--- config.mk ---
export PLATFORM = sky130hd
export DESIGN_NAME = m4vt_round
export DESIGN_NICKNAME = d
export VERILOG_FILES = /design/src/rtl/m4vt_pkg.sv /design/src/rtl/m4vt_round.sv
export SDC_FILE = /design/constraint.sdc
export NUM_CORES = 1
export LEC_CHECK = 0
export ABC_CLOCK_PERIOD_IN_PS = 10700
export BUFFER_PORTS_ARGS = -buffer_cell sky130_fd_sc_hd__clkbuf_2
export CAP_MARGIN = 25
export CORE_AREA = 2 2 157 159
export DETAILED_ROUTE_END_ITERATION = 7
export DIE_AREA = 0 0 159 161
export PLACE_DENSITY = 0.71
export SLEW_MARGIN = 10
export SYNTH_ARGS = -nofsm -noshare
export SYNTH_HDL_FRONTEND = slang
export SYNTH_SLANG_ARGS = --single-unit
--- constraint.sdc ---
create_clock -name clk -period 10.7 [get_ports clk]
set_clock_uncertainty 0.15 [all_clocks]
set_input_delay 2.14 -clock clk [delete_from_list [all_inputs] [get_ports clk]]
set_output_delay 2.14 -clock clk [all_outputs]
set_load 0.005 [all_outputs]
--- src/rtl/m4vt_pkg.sv ---
`default_nettype none

package m4vt_pkg;

  localparam int unsigned NCOMP     = 4;
  localparam int unsigned Q_W       = 32;
  localparam int unsigned FRAC_W    = 16;
  localparam int unsigned PROD_W    = 2 * Q_W;
  // four full-width products summed without loss
  localparam int unsigned ACC_W     = PROD_W + 2;
  localparam int unsigned NPAIRS    = 8;
  localparam int unsigned CFG_IDX_W = 3;
  localparam int unsigned CFG_W     = 64;

  typedef logic signed [Q_W-1:0]    q16_t;
  typedef logic signed [PROD_W-1:0] prod_t;
  typedef logic signed [ACC_W-1:0]  acc_t;
  typedef logic [CFG_W-1:0]         pair_t;

  typedef q16_t  [NCOMP-1:0] vec_t;
  typedef prod_t [NCOMP-1:0] prod_vec_t;
  typedef acc_t  [NCOMP-1:0] acc_vec_t;

  // payload handed from one cell to the next
  typedef struct packed {
    vec_t     vec;
    acc_vec_t acc;
  } cell_bus_t;

  localparam acc_t ROUND_HALF = acc_t'(1) <<< (FRAC_W - 1);
  localparam q16_t Q_MAX      = {1'b0, {(Q_W-1){1'b1}}};
  localparam q16_t Q_MIN      = {1'b1, {(Q_W-1){1'b0}}};

  // identity matrix, column-major, two elements per register
  localparam pair_t [NPAIRS-1:0] COEF_RESET = {
    64'h0001_0000_0000_0000,  // pair 7
    64'h0000_0000_0000_0000,  // pair 6
    64'h0000_0000_0001_0000,  // pair 5
    64'h0000_0000_0000_0000,  // pair 4
    64'h0000_0000_0000_0000,  // pair 3
    64'h0001_0000_0000_0000,  // pair 2
    64'h0000_0000_0000_0000,  // pair 1
    64'h0000_0000_0001_0000   // pair 0
  };

endpackage

`default_nettype wire

--- src/rtl/m4vt_round.sv ---
`default_nettype none

module m4vt_round import m4vt_pkg::*; (
  input  wire logic     clk,
  input  wire logic     rst_n,
  input  wire logic     in_valid,
  output logic          in_ready,
  input  wire acc_vec_t in_acc,
  output logic          out_valid,
  input  wire logic     out_ready,
  output vec_t          out_vec,
  output logic          out_sat
);

  logic valid_r;
  vec_t vec_r, vec_nxt;
  logic sat_r, sat_nxt;
  acc_t rounded;

  assign in_ready = !valid_r || out_ready;

  // round half up, then clamp when the bits above q16.16 are not all sign
  always_comb begin
    sat_nxt = 1'b0;
    rounded = '0;
    for (int r = 0; r < NCOMP; r++) begin
      rounded = in_acc[r] + ROUND_HALF;
      if ((&rounded[ACC_W-1:FRAC_W+Q_W-1]) || !(|rounded[ACC_W-1:FRAC_W+Q_W-1])) begin
        vec_nxt[r] = rounded[FRAC_W+Q_W-1:FRAC_W];
      end else begin
        vec_nxt[r] = rounded[ACC_W-1] ? Q_MIN : Q_MAX;
        sat_nxt    = 1'b1;
      end
    end
  end

  always_ff @(posedge clk) begin
    if (!rst_n) begin
      valid_r <= 1'b0;
    end else if (in_ready) begin
      valid_r <= in_valid;
    end
  end

  always_ff @(posedge clk) begin
    if (in_ready) begin
      vec_r <= vec_nxt;
      sat_r <= sat_nxt;
    end
  end

  assign out_valid = valid_r;
  assign out_vec   = vec_r;
  assign out_sat   = sat_r;

endmodule

`default_nettype wire

==> reports/metrics.yaml <==
outcome: "finished, final reports clean"
async_reset_ff_frac: 0
drt_first_pass_iters: 6
drtIter0Drc: 626
die_w_um: 159
synth.top_cell.area_share: 0.3853
finalSetupTns_ns: 0
row_count: 57
synth_nets: 1321
wl_um: 30080
grt_pass1_wl_um: 47090
max_stage_delay_ns: 0.78
grt_use_total: 0.2269
p_int_uw: 1059
root_buffer: "clkbuf_16"
hold_path_class: "flip-flop to flip-flop"
ctsResizeCount: 0
critPathKind: "input pin to flip-flop"
r2r_start: "out_valid$_SDFFE_PN0P_"
p_sw_uw: 371.1
post_drt_wl_per_cell_um: 17.60
final_max_slew_viol_count: 0
syn_area_um2: 10050
synth_seq_cells: 130
fin_nets: 1644
slowest_stage: "nor4_2"
fmax_mhz: 156.4
worst-path-stages: 13
synth-main-ff-cell: "edfxtp_1"
n_antenna_cell: 0
cp.arrival_ns: 6.39
synthMostInstantiatedCell: "edfxtp_1"
worstSetupEndpointType: "flip-flop"
pwr_density_cell_nw_per_um2: 112.4
cts_tree: "yes"
pwr-share-clk: 0.420
clk_path_buf_depth: 2
io_buffers: 338
worst_r2r_path_depth: 2
vias: 9589
rr_endpoint: "out_vec[111]$_DFFE_PP_"
gp_congestion: 0.9350
grt_pass1_vias: 9013
layout-drive-gt1-share: 0.2917
yosysSeqAreaShare: 0.3873
hold_buffers: 0
synth_area_leader_cell: "edfxtp_1"
route.detailed.drc: 0
netlist_top_cells_area: "edfxtp_1 (39%), mux2i_1 (13%), xor2_1 (7.7%)"
clk_pin_slew_worst_paths_ns: 0.06
crit_path_end: "out_sat$_SDFFCE_PN1P_"
clock_sinks: 130
viasPerCell: 5.611
antenna_found_initial: 0
layout_worst_path_cycle_share: 0.5974
r2r_setup_slack_ns: 8.61
crit_fanout: 34
initial_core_util: 0.4196
syn_inst: 1049
finalSetupViolCount: 0
slew-limit-headroom: 0.3468
crit_path_start_kind: "input pin"
areaGrowthSynthToFinish_pct: 26.52
post-cts-setup-buffers: 0
yosys_warnings: 0
grt.overflow.total: 0
nFillCells: 2229
die-area_um2: 25600
power.leakage_uw: 0.005405
dp_hpwl_um: 23130
cp_common_cell: "buf_4"
core_um2: 23960
grt_max_degree: 49
ys_types: 57
htreeDepth: 4
rsz0062_at_grt: "false"
drtAntennaViolNets: 0
synth_area_per_cell_um2: 9.585
crit_family: "simple AND/OR/NAND/NOR gates"
pin_count: 399
worst_pin_slew_ns: 0.9723
sequentialPowerShare: 0.426
critPathLaunch: "in_acc[15]"
combPwrFrac: 0.154
synth-edff-count: 129
die_h_um: 161
cp.required_ns: 10.69
path_buf_inv: 3
fin_crit_ns: 6.392
finalHoldViolCount: 0
maxCapViolations: 0
swShare: 0.2595
ir_drop_mv: 0.08504
ys_top_cells_by_count: "edfxtp_1 (129), mux2i_1 (128), nand2_1 (93)"
numCtsBuffers: 17
power_uw: 1430
cp_cell_sequence: "clkbuf_2, ha_1, nand2_1, nand4bb_1, nor4_2, nand4_1, xnor2_2, buf_4, nand4b_1, nor4_1, a21oi_4, buf_4, or4b_1"
clock_latency_ns: 0.41
-- state kept, by name, indices dropped and copies added, names as in the netlist --
signal	cells
out_valid	1
out_sat	1
out_vec	128
-- cell type report --
type / count / area, um2 / area share
multi-input cells: 853 / 5961 / 0.4686
flip-flops and latches: 130 / 3894 / 0.3061
repair buffers: 350 / 1792 / 0.1408
clock buffers: 19 / 432.9 / 0.03403
well taps: 324 / 405.4 / 0.03187
clock inverters: 13 / 161.4 / 0.01269
inverters: 20 / 75.07 / 0.005901
-- routing by layer --
metal | track usage | wire, um
met3 | 0.04828 | 1921
met4 | 0.08719 | 876
met2 | 0.3794 | 14480
met5 | 0 | 0
met1 | 0.2896 | 12800
-- cell families after synthesis --
logic type / count (synthesis) / share of synthesized area
buffers and inverters: 66 / 0.02638
xor gates and xnor gates: 159 / 0.1385
muxes: 130 / 0.1297
AOI/OAI and AO/OA: 70 / 0.05003
and+or+nand+nor: 490 / 0.2632
adders and majority gates: 4 / 0.004978
DFF: 130 / 0.3873
-- stage by stage --
stage | cell area (um2) | util | setup slack [ns] | cells | hold slack [ns]
after floorplan | 10050 | - | 3.108 | 1049 | 2.129
after global placement | 12100 | 0.5050 | 4.051 | 1675 | 1.014
after detailed placement | 12100 | 0.5050 | 3.919 | 1675 | 1.046
after CTS | 12700 | 0.5298 | 4.368 | 1707 | 1.063
after global routing | 12720 | 0.5309 | 4.135 | 1709 | 1.102
final | 12720 | 0.5309 | 4.308 | 1709 | 1.021
-- cells in the final DEF, fill, tap and decap left out, drive strengths merged, types with 3 or more instances in the layout --
cell type    n
a211oi       5
a21o         3
a21oi        7
a31o         5
a31oi        6
and2        12
and3        45
and4        14
buf         11
bufinv       3
clkbuf     358
clkinv       7
edfxtp     129
ha           4
inv         21
mux2i      128
nand2       93
nand3       86
nand4       57
nand4b       8
nor2        62
nor2b        4
nor3        34
nor4        40
o211ai       3
o21a         3
o21ai       10
o22ai        4
or2          6
or3          8
or4         13
xnor2       71
xor2        88
-- worst min path at each step --
stage,cells past startpoint,slack (ns),endpoint,start
3_3_place_gp,1,1.01,out_vec[18]$_DFFE_PP_,out_valid$_SDFFE_PN0P_
6_report,1,1.02,out_vec[18]$_DFFE_PP_,out_valid$_SDFFE_PN0P_
4_1_cts,1,1.06,out_vec[20]$_DFFE_PP_,out_valid$_SDFFE_PN0P_
2_1_floorplan,2,2.13,out_valid$_SDFFE_PN0P_,in_valid
3_5_place_dp,1,1.05,out_vec[15]$_DFFE_PP_,out_valid$_SDFFE_PN0P_
5_1_grt,1,1.10,out_vec[18]$_DFFE_PP_,out_valid$_SDFFE_PN0P_
-- power by group through the flow --
stage | combinational [uW] | sequential [uW] | clock [uW]
6_report | 220 | 609 | 601
5_1_grt | 239 | 612 | 637
4_1_cts | 219 | 610 | 614
3_5_place_dp | 218 | 620 | 0
3_3_place_gp | 215 | 619 | 0
2_1_floorplan | 85.1 | 626 | 0
(Power assumes the default switching activity.)
